`src/hw/rtl/tlnd_name_ram.sv`:
```
// single-port-write, single-port-read name ram with registered read data
`default_nettype none

module tlnd_name_ram #(
  parameter int DEPTH = 16,
  parameter int WIDTH = 72,
  localparam int AW = (DEPTH > 1) ? $clog2(DEPTH) : 1
) (
  input  wire logic             clk,
  input  wire logic             wr_en,
  input  wire logic [AW-1:0]    wr_addr,
  input  wire logic [WIDTH-1:0] wr_data,
  input  wire logic [AW-1:0]    rd_addr,
  output logic      [WIDTH-1:0] rd_data
);

  logic [WIDTH-1:0] mem [DEPTH];

  // write port
  always_ff @(posedge clk) begin
    if (wr_en) begin
      mem[wr_addr] <= wr_data;
    end
  end

  // read port, registered read data
  always_ff @(posedge clk) begin
    rd_data <= mem[rd_addr];
  end

endmodule

`default_nettype wire

```
`config.mk`:
```
export PLATFORM = sky130hd
export DESIGN_NAME = tlnd_name_ram
export DESIGN_NICKNAME = d
export VERILOG_FILES = /design/src/hw/rtl/tlnd_name_ram.sv
export SDC_FILE = /design/constraint.sdc
export NUM_CORES = 1
export LEC_CHECK = 0
export BUFFER_PORTS_ARGS = -buffer_cell sky130_fd_sc_hd__buf_4
export CAP_MARGIN = 30
export CELL_PAD_IN_SITES_DETAIL_PLACEMENT = 0
export CELL_PAD_IN_SITES_GLOBAL_PLACEMENT = 1
export CORE_AREA = 3 3 390 392
export DETAILED_ROUTE_END_ITERATION = 8
export DIE_AREA = 0 0 393 395
export GPL_TIMING_DRIVEN = 0
export HOLD_SLACK_MARGIN = 0.05
export PLACE_DENSITY_LB_ADDON = 0.1
export SYNTH_ARGS = -nofsm -noshare
export SYNTH_HDL_FRONTEND = slang
export SYNTH_SLANG_ARGS = --single-unit
```
`constraint.sdc`:
```
create_clock -name clk -period 17.26 [get_ports clk]
set_input_delay 1.726 -clock clk [delete_from_list [all_inputs] [get_ports clk]]
set_output_delay 1.726 -clock clk [all_outputs]
set_load 0.03 [all_outputs]
```
# Word-level counts from Yosys, hierarchy flattened
# Memories as Yosys holds them, arrays and structs flattened. A register that Yosys moved wholly into a read port is not among the register bits.
# Cells that the tools add are included.
[op_classes] muxes=2
[op_table] op="1-bit 2-to-1 mux" n=2
[totals] in_bits=82 ram_bits=1152 elab_cells=3 out_inout_bits=72 mem_count=1 register_bits=0
[mem_list] name="mem" words=16 word_bits=72 read_ports=1 rd_ports_with_merged_regs=1 wr=1 line="17" source="logic [WIDTH-1:0] mem [DEPTH];"

# Longest topological paths before layout
# Gate-level depths: netlist (run 1).
[logic_depth] depth_word=2 depth_mapped=6 mapped_depth_nobuf=3

# Worst setup path after synthesis (run 1)
# No wires, ideal clock.
[synth_path] path_type="in2reg" from="input wr_addr[2]" to="memory mem[0][0], enable pin" slack_ps=9543 required_time_ps=16668 path_stages=2 path_buffers=0 setup_time_ps=592 arrival_ps=7126 cell_sequence="or3b_2 nor3_1"
[synth_lines] item="from (decl)" line="11" source="input wire logic [AW-1:0] wr_addr,"
[synth_lines] item="to (decl)" line="17"
# No word-level cell before the write port.

# Final worst setup path (run 1)
[layout_path] from="input wr_addr[2]" to="memory mem[8][38], enable pin"
# No word-level cell before the write port.

==> results.ini, run 1 <==
[setup_path]
r2r_cells=3
arrival_ns=4.00
crit_path_max_fanout=8
rrSetupSlack_ns=15.79
reg2reg_from=mem[11][35]$_DFFE_PP_
crit_path_end_kind=flip-flop
timing.rr.end=rd_data[35]$_DFF_P_
cp_slowest_cell=nor3_2
critPathLaunchType=input pin
critical_path_required_ns=17.69
crit_top_cell=buf_6
path_cells=buf_4 > nand3b_1 > nor3_2 > buf_8 > buf_6 > buf_8 > buf_6 > buf_6
max_stage_delay_ns=0.82
path_class=input pin to flip-flop

[cts]
cts_buffers=140
clock_sinks=1224
cts_tree=done
cts_resized=0
htree_levels=4
worstSkewPairLatency_ns=0.74
clk_pin_slew_ns=0.06
clockBufferDepth=3
postCtsSetupBuffers=0
cts_root_buf=clkbuf_16
hold_buffers=0

[grt]
grt_max_degree=21
grt_pass1_wl_um=172000
antenna_found_initial=8
grt_remaining_overflow=0
grt_usage_pct=15.8
grt_pass1_vias=22400

[worst_hold_path]
hold_start=mem[14][46]$_DFFE_PP_
hold_path.class=flip-flop to flip-flop
whs_path_depth=3
hold-path-endpoint=rd_data[46]$_DFF_P_

[floorplanning]
fp.dieArea_sq_um=155000
io_pins=154
core_area_sq_um=149000
die_w_um=393
start_util_pct=29.9
rows=142
die_y_um=395

[outcome]
status=completed

[detailed_routing]
ant_nets=0
drt_pass1_iterations=4
drc=0
avgViaCountPerCell=4.79
routed_wl_um=121000
first_iter_violations=1667
vias=20600
wl_per_cell_um=28.2

[synth]
synth_area_leaders=edfxtp_1 (78%), mux4_2 (15%), dfxtp_1 (3.2%), a22oi_1 (2.4%), nand2_1 (0.62%)
netlist_area_sq_um=44600
yosysMostFrequentCell=edfxtp_1
yosys.area.top_type=edfxtp_1
synthFlopType=edfxtp_1
synth_edf_count=1152
syn-num-nets=1932
yosysSeqAreaShare_pct=80.9
yosysUniqueCellTypes=18
ys_warn_count=0
synth_cells=1850
async_reset_ff_share_pct=0
avgSynthCellArea_sq_um=24.1
ys_seq_elements=1224
synthTopCellsByCount=edfxtp_1 (1152), mux4_2 (288), a22oi_1 (144), nand2_1 (73), dfxtp_1 (72)
synth_top_area_share_pct=77.6

[layout]
drive_gt1_share_pct=33.8
finalNetCount=2324
n_fill_cell=13600
syn2layout_area_growth_pct=22.5

[power]
peakVddDrop_v=0.0000897
power_density_nw_per_um2=123
p_leak_nw=17.5

[sta]
tns_ns=0
post-route-period-util_pct=20.7
finalClockSkew_ns=0.0148
fmax_ghz=0.280
maxSlewHeadroom_pct=33.9
rsz0062_at_grt=false
tightest_slew_ns=0.992
setup_viol=0
layout_setup_ws_ns=13.69
final_hold_viol_count=0
slew_viol_final=0
fin_crit_ns=3.57

[place]
place_ws_ns=12.73
gp_congestion=0.673
hpwl_um=78700
portBuffers=151

[job]
drv_cap=0

## logic make-up (layout without fill, tap and decap cells)
kind of cell | after synthesis | in the layout | share of synthesized area, %
AOI/OAI and AO/OA | 144 | 144 | 2.43
buffers and inverters | 95 | 605 | 1.22
DFF | 1224 | 1224 | 80.9
muxes | 288 | 288 | 14.6
other | 0 | 6 | 0
and+or+nand+nor | 99 | 99 | 0.904
## stage by stage
stage	total power [mW]	hold WS, ns	area (sq um)	instances	util (%)
after CTS	6.83	0.677	54500	4301	36.5
final	6.72	0.668	54600	4310	36.6
after detailed placement	3.80	0.664	49800	4041	33.4
after floorplan	3.60	0.635	44600	1850	-
after global placement	3.78	0.657	48100	3945	32.2
after global routing	6.97	0.687	54600	4304	36.6
## registers in the layout, indices dropped and copies added (netlist names)
signal,flops
mem,1152
rd_data,72
## worst max-delay path, delay by kind of cell
family | cells | cell delay [ns]
buffers and inverters | 6 | 1.07
and+or+nand+nor | 2 | 1.18
## cell type report
type | count | area (sq um) | share of cell area (%)
Sequential cell | 1224 | 36000 | 66.0
Multi-Input combinational cell | 531 | 8080 | 14.8
Clock buffer | 202 | 4040 | 7.40
Timing Repair Buffer | 250 | 2790 | 5.11
Tap cell | 1944 | 2430 | 4.46
Clock inverter | 58 | 638 | 1.17
Buffer | 95 | 546 | 1.00
Antenna cell | 6 | 15.0 | 0.0275
## per-layer routing
layer | vias up | track usage, % | part of all wire (%)
li1 | 8757 | - | -
met1 | 11200 | 21.8 | 45
met2 | 465 | 25.6 | 49
met3 | 152 | 3.30 | 4.4
met4 | 4 | 3.90 | 1.8
met5 | - | 0 | 0.024
## how the worst max path moves through the flow
stage / start / endpoint / slack [ns] / cells past startpoint
after floorplan: wr_addr[2] / mem[0][0]$_DFFE_PP_ / 9.54 / 2
after global placement: wr_addr[2] / mem[8][39]$_DFFE_PP_ / 1.38 / 3
after global routing: wr_addr[2] / mem[8][38]$_DFFE_PP_ / 13.65 / 8
after CTS: rd_addr[1] / rd_data[53]$_DFF_P_ / 13.57 / 6
final: wr_addr[2] / mem[8][38]$_DFFE_PP_ / 13.69 / 8
after detailed placement: rd_addr[1] / rd_data[53]$_DFF_P_ / 12.73 / 6
## power by group
| group | internal, mW | total, mW | switching [mW] |
|---|---|---|---|
| registers | 3.32 | 3.34 | 0.0209 |
| clock network | 1.82 | 3.00 | 1.18 |
| logic | 0.148 | 0.379 | 0.231 |
| total | 5.29 | 6.72 | 1.43 |
## layout by cell type (no fill, tap or decap), drive strengths merged, types with 4 or more instances in the layout
cell and instances:
clkbuf 252, diode 6, bufinv 13, edfxtp 1152
buf 295, nor3 4, mux4 288, a22oi 144
clkinv 36, clkinvlp 4, dfxtp 72, inv 5
nor2 13, nand2 73
Note: power is estimated with default switching activity, not from simulation.
==> run 2: changes to the inputs <==
==> constraint.sdc (replaced) <==
create_clock -name clk -period 3.55 [get_ports clk]
set_input_delay 0.355 -clock clk [delete_from_list [all_inputs] [get_ports clk]]
set_output_delay 0.355 -clock clk [all_outputs]
set_load 0.03 [all_outputs]
==> results.ini, run 2 (synthesis gave the netlist of run 1 again) <==
[outcome]
status=completed

[detailed_routing]
routed_wl_um=119000
vias=20700
first_iter_violations=1467
drc=0
avgViaCountPerCell=4.76
drt_pass1_iterations=8
ant_nets=0
wl_per_cell_um=27.3

[worst_hold_path]
whs_path_depth=3
hold_path.class=input pin to flip-flop

[setup_path]
rrSetupSlack_ns=2.08
r2r_cells=3
reg2reg_from=mem[3][31]$_DFFE_PP_
arrival_ns=2.76
critical_path_required_ns=3.98
critPathLaunchType=input pin
timing.rr.end=rd_data[31]$_DFF_P_
crit_path_end_kind=flip-flop
crit_path_max_fanout=20
critPathCapture=mem[6][57]$_DFFE_PP_
path_class=input pin to flip-flop
setup.worst_path.start=wr_addr[0]

[grt]
antenna_found_initial=10
grt_usage_pct=15.6
grt_pass1_vias=23000
grt_max_degree=22
grt_pass1_wl_um=170000
grt_remaining_overflow=0

[sta]
setup_viol=0
finalHoldWorstSlack_ns=0.304
post-route-period-util_pct=65.8
rsz0062_at_grt=false
finalClockSkew_ns=0.0208
maxSlewHeadroom_pct=31.6
layout_setup_ws_ns=1.21
slew_viol_final=0
fin_crit_ns=2.34
final_hold_viol_count=0
tightest_slew_ns=1.03
fmax_ghz=0.428

[power]
p_sw_mw=6.86
power_density_nw_per_um2=576
internal-power_mw=24.9
peakVddDrop_v=0.000333
switching_share_pct=21.6
p_leak_nw=17.7
clkPwrFrac_pct=42.7
pwr-share-seq_pct=51.2
pwr-share-comb_pct=6.1

[cts]
cts_tree=done
clk_pin_slew_ns=0.06
clockBufferDepth=3
clock_sinks=1224
postCtsSetupBuffers=0
cts_buffers=140
worstSkewPairLatency_ns=0.76
htree_levels=4
cts_root_buf=clkbuf_16

[layout]
syn2layout_area_growth_pct=23.8
finalNetCount=2386
layout_common_cells=edfxtp_1 (1152), mux4_2 (288), buf_4 (160)
largest_register_ffs=1152
final_common_cell=edfxtp_1
drive_gt1_share_pct=31.9
reg_top3=mem (1152), rd_data (72)
largest_register=mem

[floorplanning]
die_y_um=395
die_w_um=393
core_area_sq_um=149000
start_util_pct=29.9
io_pins=154
rows=142
fp.dieArea_sq_um=155000

[place]
portBuffers=151
hpwl_um=77500
gp_congestion=0.653
place_ws_ns=0.489

[job]
drv_cap=0

## run 2: stage by stage
stage	cells	total power [mW]	utilization [%]	setup TNS, ns	area, sq um
global placement	3945	18.4	32.3	-3663.15	48200
detailed placement	4029	18.5	33.6	0	50100
global route	4355	33.0	37.0	0	55200
finish	4358	31.8	37.0	0	55200
CTS	4353	32.3	36.9	0	55100
floorplan	1850	17.5	-	-225.24	44600
## run 2: worst min-delay path by stage
stage	slack, ns	end	start
2_1_floorplan	0.45	mem[0][0]$_DFFE_PP_	wr_data[0]
3_3_place_gp	0.65	mem[6][36]$_DFFE_PP_	wr_data[36]
3_5_place_dp	0.66	mem[2][11]$_DFFE_PP_	wr_data[11]
4_1_cts	0.23	mem[3][24]$_DFFE_PP_	wr_addr[3]
5_1_grt	0.28	mem[3][24]$_DFFE_PP_	wr_addr[3]
6_report	0.30	mem[3][24]$_DFFE_PP_	wr_addr[2]
## run 2: power groups by stage
stage / combinational (mW) / sequential, mW / clock, mW
detailed placement: 1.92 / 16.6 / 0
global placement: 1.80 / 16.6 / 0
finish: 1.94 / 16.2 / 13.6
global route: 2.09 / 16.3 / 14.6
CTS: 2.01 / 16.3 / 14.0
floorplan: 0.777 / 16.7 / 0
## run 2: routing by layer
layer | track usage, % | wire (um) | up-vias
met5 | 0 | 63 | -
met4 | 4.16 | 2370 | 10
met3 | 2.91 | 5050 | 172
met2 | 26.0 | 59400 | 458
met1 | 20.9 | 52100 | 11200
li1 | - | - | 8873
## run 2: area by class of cell
cell class | count | area [sq um]
antenna | 3 | 7.51
buffer | 95 | 546
clock buffer | 203 | 3970
clock inverter | 46 | 332
fill | 13600 | 94100
multi-input combinational | 531 | 8110
sequential | 1224 | 36000
tap | 1944 | 2430
timing repair buffer | 312 | 3740
## run 2: worst max-delay path, cell delays in order
cell	delay, ns
dlygate4sd3_1	0.53
buf_4	0.19
nand2b_1	0.33
nor2_4	0.76
buf_12	0.30
buf_12	0.23
## run 2: timing repair
action / CTS / global route
endpoints found under the setup margin: 0 / 0
hold buffers: 75 / 0
hold endpoints to repair: 1157 / 0
gates resized for setup: 0 / 0
