==> src/hw/rtl/tlnd_pkg.sv <==
// shared types and codes for the two-level name directory
`default_nettype none

package tlnd_pkg;

  // name is ninth character over the first eight
  localparam int NAME_W = 72;
  localparam int SLOT_W = 4;

  // request operations
  localparam logic [1:0] FUNC_MKDIR  = 2'd0;
  localparam logic [1:0] FUNC_MKFILE = 2'd1;
  localparam logic [1:0] FUNC_RMFILE = 2'd2;
  localparam logic [1:0] FUNC_FIND   = 2'd3;

  // response status codes
  localparam logic [2:0] ST_DONE    = 3'd0;
  localparam logic [2:0] ST_DUP     = 3'd1;
  localparam logic [2:0] ST_NO_DIR  = 3'd2;
  localparam logic [2:0] ST_NO_FILE = 3'd3;
  localparam logic [2:0] ST_FULL    = 3'd4;

  typedef struct packed {
    logic [1:0]  func;
    logic [63:0] dir_name_low;
    logic [7:0]  dir_name_high;
    logic [63:0] file_name_low;
    logic [7:0]  file_name_high;
  } req_t;

  typedef struct packed {
    logic [2:0]        status;
    logic [SLOT_W-1:0] dir_slot;
    logic [SLOT_W-1:0] file_slot;
  } rsp_t;

endpackage

`default_nettype wire

==> src/hw/rtl/tlnd_ctrl.sv <==
// sequencer: name scans, counts and ram updates for each transaction
`default_nettype none

module tlnd_ctrl #(
  parameter int MAX_DIRS  = 16,
  parameter int MAX_FILES = 16,
  localparam int DIDX_W  = (MAX_DIRS > 1) ? $clog2(MAX_DIRS) : 1,
  localparam int FADDR_W = (MAX_DIRS * MAX_FILES > 1) ? $clog2(MAX_DIRS * MAX_FILES) : 1
) (
  input  wire logic                        clk,
  input  wire logic                        rst,
  input  wire logic                        req_valid,
  output logic                             req_stall,
  input  wire tlnd_pkg::req_t              req,
  output logic                             res_valid,
  input  wire logic                        res_take,
  output tlnd_pkg::rsp_t                   res,
  output logic                             dir_wr_en,
  output logic [DIDX_W-1:0]                dir_wr_addr,
  output logic [tlnd_pkg::NAME_W-1:0]      dir_wr_data,
  output logic [DIDX_W-1:0]                dir_rd_addr,
  input  wire logic [tlnd_pkg::NAME_W-1:0] dir_rd_data,
  output logic                             file_wr_en,
  output logic [FADDR_W-1:0]               file_wr_addr,
  output logic [tlnd_pkg::NAME_W-1:0]      file_wr_data,
  output logic [FADDR_W-1:0]               file_rd_addr,
  input  wire logic [tlnd_pkg::NAME_W-1:0] file_rd_data
);

  localparam int DCNT_W = $clog2(MAX_DIRS + 1);
  localparam int FCNT_W = $clog2(MAX_FILES + 1);
  localparam int FIDX_W = (MAX_FILES > 1) ? $clog2(MAX_FILES) : 1;
  localparam int CNT_W  = (DCNT_W > FCNT_W) ? DCNT_W : FCNT_W;

  typedef enum logic [5:0] {
    S_IDLE   = 6'b000001,
    S_DSCAN  = 6'b000010,
    S_FSCAN  = 6'b000100,
    S_LAST   = 6'b001000,
    S_MOVE   = 6'b010000,
    S_RESULT = 6'b100000
  } state_t;

  state_t                          state;
  tlnd_pkg::req_t                  req_q;
  logic [CNT_W-1:0]                idx;
  logic [CNT_W-1:0]                cmp_idx;
  logic                            cmp_valid;
  logic [DCNT_W-1:0]               dir_cnt;
  logic [FCNT_W-1:0]               files_cnt [MAX_DIRS];
  logic [DIDX_W-1:0]               cur_dir;
  logic [FADDR_W-1:0]              file_base;
  logic [FCNT_W-1:0]               file_cnt;
  logic [FIDX_W-1:0]               file_hit;
  logic [tlnd_pkg::NAME_W-1:0]     dir_name;
  logic [tlnd_pkg::NAME_W-1:0]     file_name;
  logic                            dir_match;
  logic                            file_match;
  logic                            dir_more;
  logic                            file_more;
  logic                            dir_full;
  logic                            file_full;
  logic                            mkdir_ok;
  logic                            mkfile_ok;

  assign dir_name  = {req_q.dir_name_high, req_q.dir_name_low};
  assign file_name = {req_q.file_name_high, req_q.file_name_low};

  // scan compare against the entry read in the previous cycle
  assign dir_match  = cmp_valid && (dir_rd_data == dir_name);
  assign file_match = cmp_valid && (file_rd_data == file_name);
  assign dir_more   = idx < CNT_W'(dir_cnt);
  assign file_more  = idx < CNT_W'(file_cnt);
  assign dir_full   = dir_cnt == DCNT_W'(MAX_DIRS);
  assign file_full  = file_cnt == FCNT_W'(MAX_FILES);

  assign mkdir_ok  = (state == S_DSCAN) && !dir_match && !dir_more &&
                     (req_q.func == tlnd_pkg::FUNC_MKDIR) && !dir_full;
  assign mkfile_ok = (state == S_FSCAN) && !file_match && !file_more &&
                     (req_q.func == tlnd_pkg::FUNC_MKFILE) && !file_full;

  // handshake
  assign req_stall = (state != S_IDLE);
  assign res_valid = (state == S_RESULT);

  // directory ram ports
  assign dir_rd_addr = DIDX_W'(idx);
  assign dir_wr_en   = mkdir_ok;
  assign dir_wr_addr = DIDX_W'(dir_cnt);
  assign dir_wr_data = dir_name;

  // file ram ports: scan, fetch of the last file, append or move
  always_comb begin
    if (state == S_LAST) begin
      file_rd_addr = file_base + FADDR_W'(file_cnt) - FADDR_W'(1);
    end else begin
      file_rd_addr = file_base + FADDR_W'(idx);
    end
    if (state == S_MOVE) begin
      file_wr_en   = 1'b1;
      file_wr_addr = file_base + FADDR_W'(file_hit);
      file_wr_data = file_rd_data;
    end else begin
      file_wr_en   = mkfile_ok;
      file_wr_addr = file_base + FADDR_W'(file_cnt);
      file_wr_data = file_name;
    end
  end

  // sequencer
  always_ff @(posedge clk) begin
    if (rst) begin
      state     <= S_IDLE;
      cmp_valid <= 1'b0;
      dir_cnt   <= '0;
      for (int i = 0; i < MAX_DIRS; i++) begin
        files_cnt[i] <= '0;
      end
    end else begin
      case (state)
        S_IDLE: begin
          if (req_valid) begin
            req_q     <= req;
            idx       <= '0;
            cmp_valid <= 1'b0;
            state     <= S_DSCAN;
          end
        end
        S_DSCAN: begin
          if (dir_match) begin
            if (req_q.func == tlnd_pkg::FUNC_MKDIR) begin
              res   <= '{tlnd_pkg::ST_DUP, tlnd_pkg::SLOT_W'(cmp_idx), '0};
              state <= S_RESULT;
            end else begin
              cur_dir   <= DIDX_W'(cmp_idx);
              file_base <= FADDR_W'(cmp_idx) * FADDR_W'(MAX_FILES);
              file_cnt  <= files_cnt[DIDX_W'(cmp_idx)];
              idx       <= '0;
              cmp_valid <= 1'b0;
              state     <= S_FSCAN;
            end
          end else if (dir_more) begin
            cmp_idx   <= idx;
            cmp_valid <= 1'b1;
            idx       <= idx + CNT_W'(1);
          end else begin
            // directory not present
            if (req_q.func == tlnd_pkg::FUNC_MKDIR) begin
              if (dir_full) begin
                res <= '{tlnd_pkg::ST_FULL, '0, '0};
              end else begin
                res <= '{tlnd_pkg::ST_DONE, tlnd_pkg::SLOT_W'(dir_cnt), '0};
                files_cnt[DIDX_W'(dir_cnt)] <= '0;
                dir_cnt <= dir_cnt + DCNT_W'(1);
              end
            end else begin
              res <= '{tlnd_pkg::ST_NO_DIR, '0, '0};
            end
            state <= S_RESULT;
          end
        end
        S_FSCAN: begin
          if (file_match) begin
            case (req_q.func)
              tlnd_pkg::FUNC_MKFILE: begin
                res   <= '{tlnd_pkg::ST_DUP, tlnd_pkg::SLOT_W'(cur_dir),
                           tlnd_pkg::SLOT_W'(cmp_idx)};
                state <= S_RESULT;
              end
              tlnd_pkg::FUNC_RMFILE: begin
                res      <= '{tlnd_pkg::ST_DONE, tlnd_pkg::SLOT_W'(cur_dir),
                              tlnd_pkg::SLOT_W'(cmp_idx)};
                file_hit <= FIDX_W'(cmp_idx);
                state    <= S_LAST;
              end
              default: begin
                res   <= '{tlnd_pkg::ST_DONE, tlnd_pkg::SLOT_W'(cur_dir),
                           tlnd_pkg::SLOT_W'(cmp_idx)};
                state <= S_RESULT;
              end
            endcase
          end else if (file_more) begin
            cmp_idx   <= idx;
            cmp_valid <= 1'b1;
            idx       <= idx + CNT_W'(1);
          end else begin
            // file not present
            if (req_q.func == tlnd_pkg::FUNC_MKFILE) begin
              if (file_full) begin
                res <= '{tlnd_pkg::ST_FULL, tlnd_pkg::SLOT_W'(cur_dir), '0};
              end else begin
                res <= '{tlnd_pkg::ST_DONE, tlnd_pkg::SLOT_W'(cur_dir),
                         tlnd_pkg::SLOT_W'(file_cnt)};
                files_cnt[cur_dir] <= file_cnt + FCNT_W'(1);
              end
            end else begin
              res <= '{tlnd_pkg::ST_NO_FILE, tlnd_pkg::SLOT_W'(cur_dir), '0};
            end
            state <= S_RESULT;
          end
        end
        S_LAST: begin
          // read of the last file is in flight
          state <= S_MOVE;
        end
        S_MOVE: begin
          files_cnt[cur_dir] <= file_cnt - FCNT_W'(1);
          state <= S_RESULT;
        end
        S_RESULT: begin
          if (res_take) begin
            state <= S_IDLE;
          end
        end
        default: begin
          state <= S_IDLE;
        end
      endcase
    end
  end

endmodule

`default_nettype wire

==> config.mk <==
export PLATFORM = sky130hd
export DESIGN_NAME = tlnd_ctrl
export DESIGN_NICKNAME = d
export VERILOG_FILES = /design/src/hw/rtl/tlnd_pkg.sv /design/src/hw/rtl/tlnd_ctrl.sv
export SDC_FILE = /design/constraint.sdc
export NUM_CORES = 1
export LEC_CHECK = 0
export BUFFER_PORTS_ARGS = -buffer_cell sky130_fd_sc_hd__clkbuf_2
export CORE_MARGIN = 3
export CORE_UTILIZATION = 40
export CTS_BUF_LIST = sky130_fd_sc_hd__clkbuf_4 sky130_fd_sc_hd__clkbuf_8 sky130_fd_sc_hd__clkbuf_16
export DETAILED_ROUTE_END_ITERATION = 8
export PLACE_DENSITY = 0.77
export SLEW_MARGIN = 20
export SYNTH_ARGS = -nofsm -noshare
export SYNTH_HDL_FRONTEND = slang
export SYNTH_SLANG_ARGS = --single-unit
==> constraint.sdc <==
create_clock -name clk -period 15 [get_ports clk]
set_clock_uncertainty 0.15 [all_clocks]
set_input_delay 0.75 -clock clk [delete_from_list [all_inputs] [get_ports clk]]
set_output_delay 0.75 -clock clk [all_outputs]
set_load 0.05 [all_outputs]
=== Word-level counts from Yosys, hierarchy flattened ===
Memories as Yosys holds them, arrays and structs flattened. A register that Yosys moved wholly into a read port is not among the register bits.
Index checks and enable logic that the tools add are counted.
Widths: inputs -> output; s select.

* Add/sub/neg operators: 8
* $lt $le $gt $ge: 2
* Equal/unequal tests: 24
* Mux-type cells: 69
* Bitwise logic cells: 6
* Reduce and logical (&&, ||, !) cells: 30

{| class="wikitable"
|+ Operator list
! cell !! count
|-
| $eq 72x72->1 || 2
|-
| $mux 11 || 9
|-
| $mux 72 || 1
|-
| $mux 6 || 8
|-
| $mux 5 || 9
|-
| $pmux 6 s6 || 1
|-
| $mux 1 || 28
|-
| $mux 4 || 6
|-
| $pmux 11 s2 || 1
|-
| $add 8x5->8 || 2
|-
| $mux 8 || 2
|-
| $add 5x1->5 const B || 3
|-
| $pmux 5 s3 || 1
|-
| $ne 3x3->1 const B || 4
|-
| $reduce_and 4->1 || 3
|-
| $reduce_and 6->1 || 2
|-
| $eq 5x5->1 const B || 2
|-
| $logic_and 1x1->1 || 10
|-
| $lt 5x5->1 || 2
|-
| $ne 2x2->1 const B || 5
|-
| $reduce_and 5->1 || 2
|-
| $reduce_or 5->1 || 2
|-
| $mux 9 || 1
|-
| $add 8x4->8 || 1
|-
| 23 further kinds || 32
|}

* Register bits: 186
* Bits in writable memories: 80
* Input bits: 294
* Output and inout bits: 183
* Logic and storage cells: 155
* Memories kept: 1

{| class="wikitable"
|+ Memory list
! memory !! depth !! bits a word !! read ports !! clocked after memory_dff !! wr ports !! RTL line !! text
|-
| files_cnt || 16 || 5 || 1 || 1 || 16 || tlnd_ctrl.sv:50 || <nowiki>logic [FCNT_W-1:0] files_cnt [MAX_DIRS];</nowiki>
|}

=== Longest topological paths before layout ===
Gate-level depths: netlist (run 1).

* Depth after elaboration: 11
* Mapped depth: 11
* Depth with buffers taken out: 10

=== Worst setup path after synthesis (run 1) ===
Ideal clock, no wire load.

* Path kind: register -> register
* Start: reg state[1]
* End: reg req_q, in the netlist dir_wr_data[0] (enable)
* Setup time: 860 ps
* Arrival: 11,893 ps
* Required time: 13,990 ps
* Slack: 2,097 ps
* Cell stages (with the launch flop): 4
* Buffers on the path: 0
* Period minus slack after synthesis: 12,903 ps
* Cells stage by stage: dfxtp_1 > nor4_1 > nand3b_1 > nor3b_1

* Longest elaborated chain between the ends: 2

{| class="wikitable"
|+ RTL lines
! item !! RTL line !! text
|-
| from (decl) || tlnd_ctrl.sv:44 || <nowiki>state_t state;</nowiki>
|-
| from (signal assigned) || tlnd_ctrl.sv:113 || <nowiki>state <= S_IDLE;</nowiki>
|-
| from (signal assigned) || tlnd_ctrl.sv:126 || <nowiki>state <= S_DSCAN;</nowiki>
|-
| from (signal assigned) || tlnd_ctrl.sv:133 || <nowiki>state <= S_RESULT;</nowiki>
|-
| $eq 6x1->1 || tlnd_ctrl.sv:120 || <nowiki>case (state)</nowiki>
|-
| $reduce_and 3->1 (no line) || -- ||
|-
| to (signal assigned) || tlnd_ctrl.sv:123 || <nowiki>req_q <= req;</nowiki>
|-
| to (decl) || tlnd_ctrl.sv:45 || <nowiki>tlnd_pkg::req_t req_q;</nowiki>
|}

Every way passes these cells.
A chain may end at the register's enable or synchronous reset.

=== Worst setup path after layout (run 1) ===
* Start: reg req_q, in the netlist file_name[70]
* End: out file_wr_en

* Longest elaborated chain between the ends: 8

{| class="wikitable"
|+ RTL lines
! item !! RTL line !! text
|-
| $eq 72x72->1 || tlnd_ctrl.sv:71 || <nowiki>assign file_match = cmp_valid && (file_rd_data == file_name);</nowiki>
|-
| $logic_and 1x1->1 || tlnd_ctrl.sv:71 ||
|-
| $logic_not 1->1 || tlnd_ctrl.sv:79 || <nowiki>assign mkfile_ok = (state == S_FSCAN) && !file_match && !file_more &&</nowiki>
|-
| $logic_and 1x1->1 (3 in a row) || tlnd_ctrl.sv:79 ||
|-
| $logic_and 1x1->1 || tlnd_ctrl.sv:80 || <nowiki>(req_q.func == tlnd_pkg::FUNC_MKFILE) && !file_full;</nowiki>
|-
| $mux 1 || tlnd_ctrl.sv:99 || <nowiki>if (state == S_MOVE) begin</nowiki>
|-
| to (decl) || tlnd_ctrl.sv:23 || <nowiki>output logic file_wr_en,</nowiki>
|}

Every way passes these cells.

==> results of run 1 <==
synth_stat cells, drive strengths merged (2+ instances only):
master   instances  area [µm²]
o22ai            5        31.3
a221oi           3        32.5
nand3b          12        90.1
ha              21         263
a21boi           2        15.0
dfxtp           12         240
mux2i            3        30.0
nor2b           29         181
mux4            25         563
inv             41         154
a31o             3        26.3
nand2           45         169
or4              4        33.8
a31oi            5        31.3
nand3           24         120
nor2           109         409
nor3             7        40.0
o21a             2        15.0
mux2            77         867
and3             2        12.5
or2              2        12.5
nand2b          19         119
o31ai            4        30.0
a2111o           4        45.0
nand4           22         138
o2111ai          5        43.8
nor4            22         153
o211ai           5        37.5
a211oi           2        15.0
xnor2           69         604
buf             91         651
clkbuf          23        86.3
a21oi           10        50.1
edfxtp         259        7780
o21ai           22         114
a21o             3        22.5
a2111oi          4        35.0
and4             4        35.0
nor3b            3        27.5
xor2            55         482
o221ai          14         123
metrics by stage:
| step | power, mW | utilization | setup WS [ps] | std cells |
|---|---|---|---|---|
| CTS | 2.05 | 0.501 | 10550 | 1968 |
| finish | 2.04 | 0.503 | 10640 | 1980 |
| global route | 2.10 | 0.503 | 10490 | 1976 |
| global placement | 1.28 | 0.472 | 10640 | 1911 |
| detailed placement | 1.28 | 0.472 | 10560 | 1911 |
| floorplan | 1.19 | - | 2100 | 1089 |
layout make-up:
type	instances	share of cell area
Clock inverter	21	0.0117
Antenna cell	11	0.00158
Sequential cell	271	0.460
Timing Repair Buffer	482	0.141
Tap cell	455	0.0327
Inverter	41	0.00884
Multi-Input combinational cell	663	0.298
Clock buffer	36	0.0467
flip-flops by register name (all words and copies together), names as in the netlist, 2 cells and up:
register and cells:
file_base 4, state 6, req_q 2, res 11, dir_wr_data 72, file_name 72, idx 5, dir_cnt 5
cmp_idx 4, file_cnt 5, file_hit 4, files_cnt 80
metal layers:
layer	wire length, µm	vias to the layer above	GRT usage
li1	-	4782	-
met4	1130	16	0.0662
met2	22600	671	0.390
met3	5370	83	0.0695
met1	19100	5271	0.336
met5	99	-	0
critical path: stages (launching register included):
cell and delay (ps):
edfxtp_1 390, xnor2_1 330, nand4_1 150, nor4_1 560, nand3b_1 190, or3b_1 610, nand2_1 200, o21ai_0 150
clkbuf_2 320
final timing paths:
check / slack, ps / end / from
hold / removal: 200 / dir_wr_data[29] / req[109]
setup / recovery: 10640 / file_wr_en / file_name[70]
setup reg to reg: 10960 / idx[2] / dir_wr_data[18]
hold reg to reg: 390 / dir_cnt[4] / dir_cnt[4]
power breakdown:
group | switching [mW] | internal, mW | leakage (nW)
sequential | 0.0419 | 0.886 | 2.57
clock | 0.319 | 0.442 | 0.487
combinational | 0.238 | 0.109 | 3.83
cell families (layout without fill, tap and decap cells):
kind of cell	Yosys count	in the layout	synth area share
xor gates and xnor gates	124	124	0.0771
muxes	105	105	0.104
buffers and inverters	155	580	0.0632
other	0	11	0
DFF	271	271	0.569
AOI/OAI and AO/OA	101	101	0.0526
adders and majority gates	22	22	0.0201
and+or+nand+nor	311	311	0.114
==> summary.txt, run 1 <==
Timing
  – Slew Limit Fails: 0
  – Count of final hold-check violations: 0
  – Slew @ Worst Pin: 1050 ps
  – Final hold slack: 199 ps
  – Fmax: 0.229 GHz
  – Slew margin rel.: 0.297
  – Unrepaired setup endpoints after global routing: no
  – Final worst-path cycle share: 0.291
  – Final setup fails: 0
  – Period minus WS final: 4360 ps
  – Setup TNS: 0 ps

Clock tree
  – Clock buffer depth: 3
  – CTS hold repair buffers: 0
  – H-tree Lvls: 1
  – Clk Latency, worst-skew pair: 570 ps
  – Root Driver: clkbuf_16
  – CTS clk-pin slew, worst paths: 70 ps
  – CTS Sinks: roughly 270
  – CTS buffer count: 31
  – Setup bufs post-CTS: 0
  – CTS tree: built
  – CTS resizes: 0

Layout
  – Syn-to-layout area delta: 23.6%
  – Final #Nets: 1806
  – Fill count: 3098
  – Most frequent cells in the layout: clkbuf_2, edfxtp_1, nor2_1, mux2_2, xnor2_1
  – Proportion of layout cells with a drive suffix above 1: 0.429
  – FF/Latch Area: approximately 8000 µm²
  – Commonest non-fill, non-tap cell in the layout: clkbuf_2
  – Final instance area: approximately 17000 µm²
  – Multi-input logic area: 5180 µm²

Die
  – Initial Util: 0.407
  – Ports: 477
  – Total core area: around 35000 µm²
  – Die Height: 194 µm
  – Die Span X: 194 µm
  – Placement Rows: 68
  – Die footprint: 37500 µm²

GRT
  – Total gr overflow: 0
  – GRT Overall Usage: 0.246
  – Global-route wire length before repair: around 70000 µm
  – Largest net degree at the start of global routing: 77
  – Number of global-route vias before repair: ~11k
  – Initial antenna violation count: 21

Routing
  – Via count: between 10k and 15k
  – WL/cell: 24.4 µm
  – DRC: 0
  – DR iter-0 viols: 1018
  – Post-DRT Antenna Nets: 0
  – Routed WL: 48300 µm
  – DR vias/cell: 5.47
  – First drt pass iteration count: 5

Synth
  – Syn_area_per_cell: approximately 13 µm²
  – Distinct cells, synth: 68
  – Seq cells post-synth: 271
  – Ys async rst share: 0
  – Sequential area share after synthesis: 0.569
  – Synth warn: 0
  – Synthesized net count: 1405
  – Synth Instances: 1089
  – Area of the mapped netlist: 14100 µm²
  – Post-synth EDFFs: about 260
  – Top FF cell, synth: edfxtp_1

Placement
  – Buffers on Ports: about 480
  – Post-detail-place hpwl: 37700 µm
  – Routability cong.: 0.961
  – Post-DP Area: between 15000 and 20000 µm²

Outcome
  – Status: finished clean

Min path
  – Hold Crit Depth: 1
  – Worst Hold Class: primary input to flop

Setup path
  – Critical path class: flop to primary output
  – Largest fanout on the critical path: 6
  – Crit end category: primary output
  – Crit path arrival time: 3460 ps
  – Worst Path Required: approximately 14000 ps
  – Critical path launch point type: flop
  – R2R depth: 8

Power and ir drop
  – P_leak: 6.88 nW
  – Power per cell area: 117 nW/µm²
  – VDD IR max: 0.0000942 V

Flow run
  – Max-cap violations: 0
No activity file was read; power rests on OpenSTA's default activity.
==> run 2, diff against run 1 <==
--- a/config.mk
+++ b/config.mk
@@ -10,7 +10,7 @@
 export CORE_UTILIZATION = 40
 export CTS_BUF_LIST = sky130_fd_sc_hd__clkbuf_4 sky130_fd_sc_hd__clkbuf_8 sky130_fd_sc_hd__clkbuf_16
 export DETAILED_ROUTE_END_ITERATION = 8
-export PLACE_DENSITY = 0.77
+export PLACE_DENSITY = 0.79
 export SLEW_MARGIN = 20
 export SYNTH_ARGS = -nofsm -noshare
 export SYNTH_HDL_FRONTEND = slang
==> constraint.sdc (replaced) <==
create_clock -name clk -period 3.8 [get_ports clk]
set_clock_uncertainty 0.15 [all_clocks]
set_input_delay 0.19 -clock clk [delete_from_list [all_inputs] [get_ports clk]]
set_output_delay 0.19 -clock clk [all_outputs]
set_load 0.05 [all_outputs]
==> summary.txt, run 2 (synthesis results as in run 1) <==
Outcome
  – Status: finished clean

Placement
  – Pre-CTS worst setup slack: 266 ps (-10300 ps)
  – Routability cong.: 0.988 (+2.9%)
  – Post-DP Area: 16600 µm² (+1.8%)
  – Post-detail-place hpwl: 39600 µm (+5.1%)
  – Buffers on Ports: 476 (unchanged)

Setup path
  – Crit path arrival time: 4060 ps (+600 ps)
  – Slowest cell delay on critical path: 800 ps (+190 ps)
  – Critical path class: flop to flop
  – Crit end category: flop
  – Worst Path Required: 4090 ps (-10010 ps)
  – Family with the most delay on the worst path: compound AO/OA/AOI/OAI gates
  – Critical path launch point type: flop
  – Worst-path cell chain: nand2b_1 -> o2111ai_1 -> a2111oi_0 -> nand4_1 -> nor4_4 -> buf_6 -> nand3b_1 -> o211ai_1 -> a221oi_2 -> dlygate4sd3_1
  – CP max-delay cell: a2111oi_0
  – Largest fanout on the critical path: 16 (+10)
  – Worst Path Buf+Inv: 2 (+1)

Timing
  – Slew Limit Fails: 0 (unchanged)
  – Final worst slack: 30.1 ps (-10610 ps)
  – Final setup fails: 0 (unchanged)
  – Unrepaired setup endpoints after global routing: yes
  – Slew margin rel.: 0.401 (+0.104)
  – Slew @ Worst Pin: 876 ps (-178 ps)
  – Fmax: between 0.2 and 0.3 GHz
  – Period minus WS final: 3770 ps
  – Count of final hold-check violations: 0 (unchanged)
  – Final worst-path cycle share: 0.992

Layout
  – Largest register by flop count: files_cnt
  – Final #Nets: 1991 (+10%)
  – Final instance area: 19200 µm² (+10%)
  – Multi-input logic area: 5210 µm² (+0.58%)
  – Syn-to-layout area delta: 36.6%
  – Commonest non-fill, non-tap cell in the layout: clkbuf_2
  – Most frequent cells in the layout: clkbuf_2, edfxtp_1, dlygate4sd3_1, nor2_1, mux2_2
  – Fill count: 2828 (-8.7%)
  – FF/Latch Area: 8020 µm² (about the same)
  – Largest register FFs: 80 (unchanged)
  – Proportion of layout cells with a drive suffix above 1: 0.405 (-0.0234)

Routing
  – DRC: 0 (unchanged)
  – First drt pass iteration count: 5 (unchanged)
  – Via count: 11.6k (+7.3%)
  – DR iter-0 viols: 1185 (+16%)
  – DR vias/cell: 5.36 (-1.9%)
  – Routed WL: 52100 µm (+7.8%)
  – WL/cell: 24.1 µm (-1.4%)
  – Post-DRT Antenna Nets: 0 (unchanged)

Die
  – Initial Util: 0.407 (unchanged)
  – Total core area: 34600 µm² (unchanged)
  – Die Span X: 194 µm (unchanged)
  – Die Height: 194 µm (unchanged)
  – Die footprint: 37500 µm² (unchanged)
  – Placement Rows: 68 (unchanged)
  – Ports: 477 (unchanged)

Min path
  – Worst Hold Class: primary input to flop

Clock tree
  – CTS Sinks: 271 (unchanged)
  – CTS clk-pin slew, worst paths: 60 ps (about the same)
  – CTS buffer count: 34 (+9.7%)
  – H-tree Lvls: 2 (+1)
  – Root Driver: clkbuf_16
  – Setup bufs post-CTS: 0 (unchanged)
  – Clk Latency, worst-skew pair: 520 ps (-50 ps)
  – CTS tree: built
  – Clock buffer depth: 3 (unchanged)

Power and ir drop
  – VDD IR max: 0.000304 V (+220%)
  – Power per cell area: 431 nW/µm² (+270%)
  – P_leak: 7.71 nW (+12%)

GRT
  – Global-route wire length before repair: 75400 µm (+8.3%)
  – Largest net degree at the start of global routing: 70 (-9.1%)
  – Initial antenna violation count: 11 (-48%)
  – Total gr overflow: 0 (unchanged)
  – Number of global-route vias before repair: 11.8k (+11%)
  – GRT Overall Usage: 0.267 (+0.0208)

Flow run
  – Max-cap violations: 0 (unchanged)
==> run 2: cell count changes in the layout (fill, tap and decap cells not counted), moves of 4 or more <==
cell / change
buf_4: +30
clkbuf_16: +4
dlygate4sd3_1: +150
clkinv_2: +5
==> run 2: metrics by stage <==
step / hold slack, ps / power (mW) / std cells / TNS [ps] / util
finish: 241 / 8.29 / 2166 / 0 / 0.556
global route: 229 / 8.57 / 2157 / -0.101 / 0.555
CTS: 212 / 8.32 / 2155 / 0 / 0.554
detailed placement: 219 / 5.11 / 1944 / 0 / 0.480
global placement: 218 / 5.10 / 1944 / 0 / 0.480
floorplan: 139 / 4.67 / 1089 / -270540 / -
==> run 2: routing by layer <==
layer | vias up | GRT usage | share of wire
li1 | 5155 | - | -
met1 | 5541 | 0.357 | 0.39
met2 | 788 | 0.427 | 0.47
met3 | 119 | 0.0699 | 0.11
met4 | 10 | 0.0879 | 0.032
met5 | - | 0 | 0.0012
==> run 2: report_power, final <==
group          switching (mW)  internal, mW  leakage [nW]  total (mW)
sequential              0.152          3.50          2.57        3.65
combinational            1.02         0.553          4.62        1.58
clock                    1.28          1.79         0.522        3.07
==> run 2: repair_timing <==
item | CTS | global route
endpoints found under the setup margin | 0 | 27
hold buffers | 150 | 0
gates resized for setup | 0 | 4
hold endpoints to repair | 155 | 0
==> run 2: layout make-up <==
type                       instances  area share
sequential                       271       0.417
multi-input combinational        663       0.271
timing repair buffer             664       0.218
clock buffer                      39      0.0471
tap                              455      0.0296
inverter                          41     0.00800
clock inverter                    22     0.00787
antenna                           11     0.00143
==> run 2: path summary, 6_finish.rpt <==
| check | start | endpoint | slack (ps) | cells after the start |
|---|---|---|---|---|
| worst max-delay path | dir_wr_data[55] | state[5] | 30 | 10 |
| worst min register to register | dir_cnt[4] | dir_cnt[4] | 380 | 2 |
| worst max register to register | dir_wr_data[55] | state[5] | 30 | 10 |
| worst min-delay path | req[122] | dir_wr_data[42] | 240 | 2 |
==> run 3, diff against run 2 <==
--- a/config.mk
+++ b/config.mk
@@ -11,6 +11,7 @@
 export CTS_BUF_LIST = sky130_fd_sc_hd__clkbuf_4 sky130_fd_sc_hd__clkbuf_8 sky130_fd_sc_hd__clkbuf_16
 export DETAILED_ROUTE_END_ITERATION = 8
 export PLACE_DENSITY = 0.79
+export SETUP_SLACK_MARGIN = 0.4
 export SLEW_MARGIN = 20
 export SYNTH_ARGS = -nofsm -noshare
 export SYNTH_HDL_FRONTEND = slang
==> summary.txt, run 3 (synthesis results as in run 1) <==
GRT
  – GRT Overall Usage: 0.268 (+0.000300)
  – Total gr overflow: 0 (unchanged)
  – Initial antenna violation count: 11 (unchanged)
  – Global-route wire length before repair: 75400 µm (about the same)
  – Number of global-route vias before repair: 11.8k (+0.19%)
  – Largest net degree at the start of global routing: 70 (unchanged)

Setup path
  – R2R setup slack: 430 ps (+400 ps)
  – Critical path class: flop to flop
  – Largest fanout on the critical path: 8 (-8)
  – Critical path launch point type: flop
  – Crit path arrival time: 3380 ps (-680 ps)
  – Worst-path cell chain: inv_1 -> ha_1 -> a21boi_0 -> o21ai_0 -> o2bb2ai_1 -> nor4b_4 -> nand3_1 -> o221ai_2
  – R2R depth: 8 (-2)
  – Crit end category: flop
  – Reg-to-reg critical path endpoint: files_cnt[6][4]
  – CP max-delay cell: nor4b_4
  – Slowest cell delay on critical path: 550 ps (-250 ps)
  – Worst Path Required: 3810 ps (-280 ps)
  – Reg2reg start: dir_cnt[2]

Layout
  – Commonest non-fill, non-tap cell in the layout: clkbuf_2
  – Largest register by flop count: files_cnt
  – Syn-to-layout area delta: 37.5%
  – Final #Nets: 1995 (+0.20%)
  – Proportion of layout cells with a drive suffix above 1: 0.415 (+0.0102)
  – Final instance area: 19400 µm² (+0.64%)
  – Largest register FFs: 80 (unchanged)
  – Post-Route Utilization: 0.559 (+0.00358)
  – Final non-filler cell total: 2169 (+0.14%)
  – Most frequent cells in the layout: clkbuf_2, edfxtp_1, dlygate4sd3_1, nor2_1, mux2_2

Routing
  – DR iter-0 viols: 1140 (-3.8%)
  – First drt pass iteration count: 5 (unchanged)
  – DR vias/cell: 5.40 (+0.76%)
  – WL/cell: 24.1 µm (+0.22%)
  – Via count: 11.7k (+0.90%)
  – Routed WL: 52300 µm (+0.36%)
  – Post-DRT Antenna Nets: 0 (unchanged)
  – DRC: 0 (unchanged)

Min path
  – Hold Path Sink: dir_wr_data[42]
  – Min-delay src: req[122]
  – Hold Crit Depth: 2 (unchanged)
  – Worst Hold Class: primary input to flop

Timing
  – Count of final hold-check violations: 0 (unchanged)
  – Slew @ Worst Pin: 888 ps (+11.7 ps)
  – Final setup fails: 0 (unchanged)
  – Slew margin rel.: 0.404 (+0.00371)
  – Period minus WS final: 3370 ps (-404 ps)
  – Fmax: 0.297 GHz (+12%)
  – Setup TNS: 0 ps (unchanged)
  – Final hold slack: 241 ps (-0.0280 ps)
  – Final worst-path cycle share: 0.886 (-0.106)
  – Unrepaired setup endpoints after global routing: yes
  – Final worst slack: 434 ps (+404 ps)
  – Slew Limit Fails: 0 (unchanged)

Outcome
  – Status: finished clean

Power and ir drop
  – VDD IR max: 0.000303 V (-0.33%)
  – Total chip power: 8.31 mW (+0.15%)
  – Power per cell area: 429 nW/µm² (-0.49%)
  – P_leak: 7.75 nW (+0.45%)

Clock tree
  – CTS buffer count: 34 (unchanged)
  – Clk Latency, worst-skew pair: 520 ps (about the same)
  – Clock buffer depth: 3 (unchanged)
  – Root Driver: clkbuf_16
  – H-tree Lvls: 2 (unchanged)
  – CTS tree: built
  – CTS Sinks: 271 (unchanged)
  – CTS clk-pin slew, worst paths: 60 ps (about the same)

Placement
  – Post-DP Area: 16600 µm² (unchanged)
  – Post-detail-place hpwl: 39600 µm (unchanged)
  – Pre-CTS worst setup slack: 266 ps (unchanged)
  – Buffers on Ports: 476 (unchanged)
  – Placed Cells: 1944 (unchanged)
  – Routability cong.: 0.988 (unchanged)

Die
  – Die footprint: 37500 µm² (unchanged)
  – Die Height: 194 µm (unchanged)
  – Ports: 477 (unchanged)
  – Initial Util: 0.407 (unchanged)
  – Die Span X: 194 µm (unchanged)
  – Total core area: 34600 µm² (unchanged)
  – Placement Rows: 68 (unchanged)

Flow run
  – Max-cap violations: 0 (unchanged)
## run 3: cell types whose count changed in the layout (fill, tap and decap cells not counted), moves of 2 or more
cell and change:
o221ai_1 -7, a2111oi_0 -2, nor4_2 +2, o221ai_2 +7, buf_4 +4, nor4_1 -3
## run 3: per-layer routing
metal,share of wire,vias up,GRT usage
met1,0.39,5568,0.358
met4,0.036,8,0.0892
li1,-,5159,-
met3,0.11,136,0.0688
met5,0.00084,-,0
met2,0.46,847,0.428
## run 3: what timing repair did
item / CTS / global route
setup endpoints to repair: 91 / 101
hold endpoints to repair: 155 / 0
buffers inserted: 0 / 5
pin swaps: 1 / 5
hold buffers: 149 / 0
resized for setup: 7 / 17
## run 3: final cells by class
cell class	instances	area [µm²]
Antenna cell	10	25.0
Clock buffer	39	906
Clock inverter	22	151
Fill cell	2808	15300
Inverter	41	154
Multi-Input combinational cell	663	5310
Sequential cell	271	8020
Tap cell	455	569
Timing Repair Buffer	668	4230
## run 3: how the worst max path moves through the flow
stage	end	from	slack, ps	depth (start not counted)
2_1_floorplan	dir_wr_data[0]	state[5]	-1850	3
3_3_place_gp	files_cnt[3][0]	dir_cnt[2]	370	8
3_5_place_dp	files_cnt[0][3]	dir_cnt[2]	270	8
4_1_cts	file_wr_en	file_name[70]	300	9
5_1_grt	files_cnt[7][1]	dir_cnt[2]	250	8
6_report	files_cnt[6][4]	dir_cnt[2]	430	8
## run 3: critical path: cells and delay by family, from the launching register on
kind                     cells  cell delay, ps
AND/OR/NAND/NOR              2            1020
buffers and inverters        1             140
flip-flops                   1             450
AO/OA/AOI/OAI                4             940
adder cells (fa/ha/maj)      1             310
## run 3: where the power goes
part           internal (mW)  switching, mW  total, mW
Sequential              3.50          0.152       3.65
Clock                   1.79           1.28       3.07
Combinational          0.557           1.03       1.59
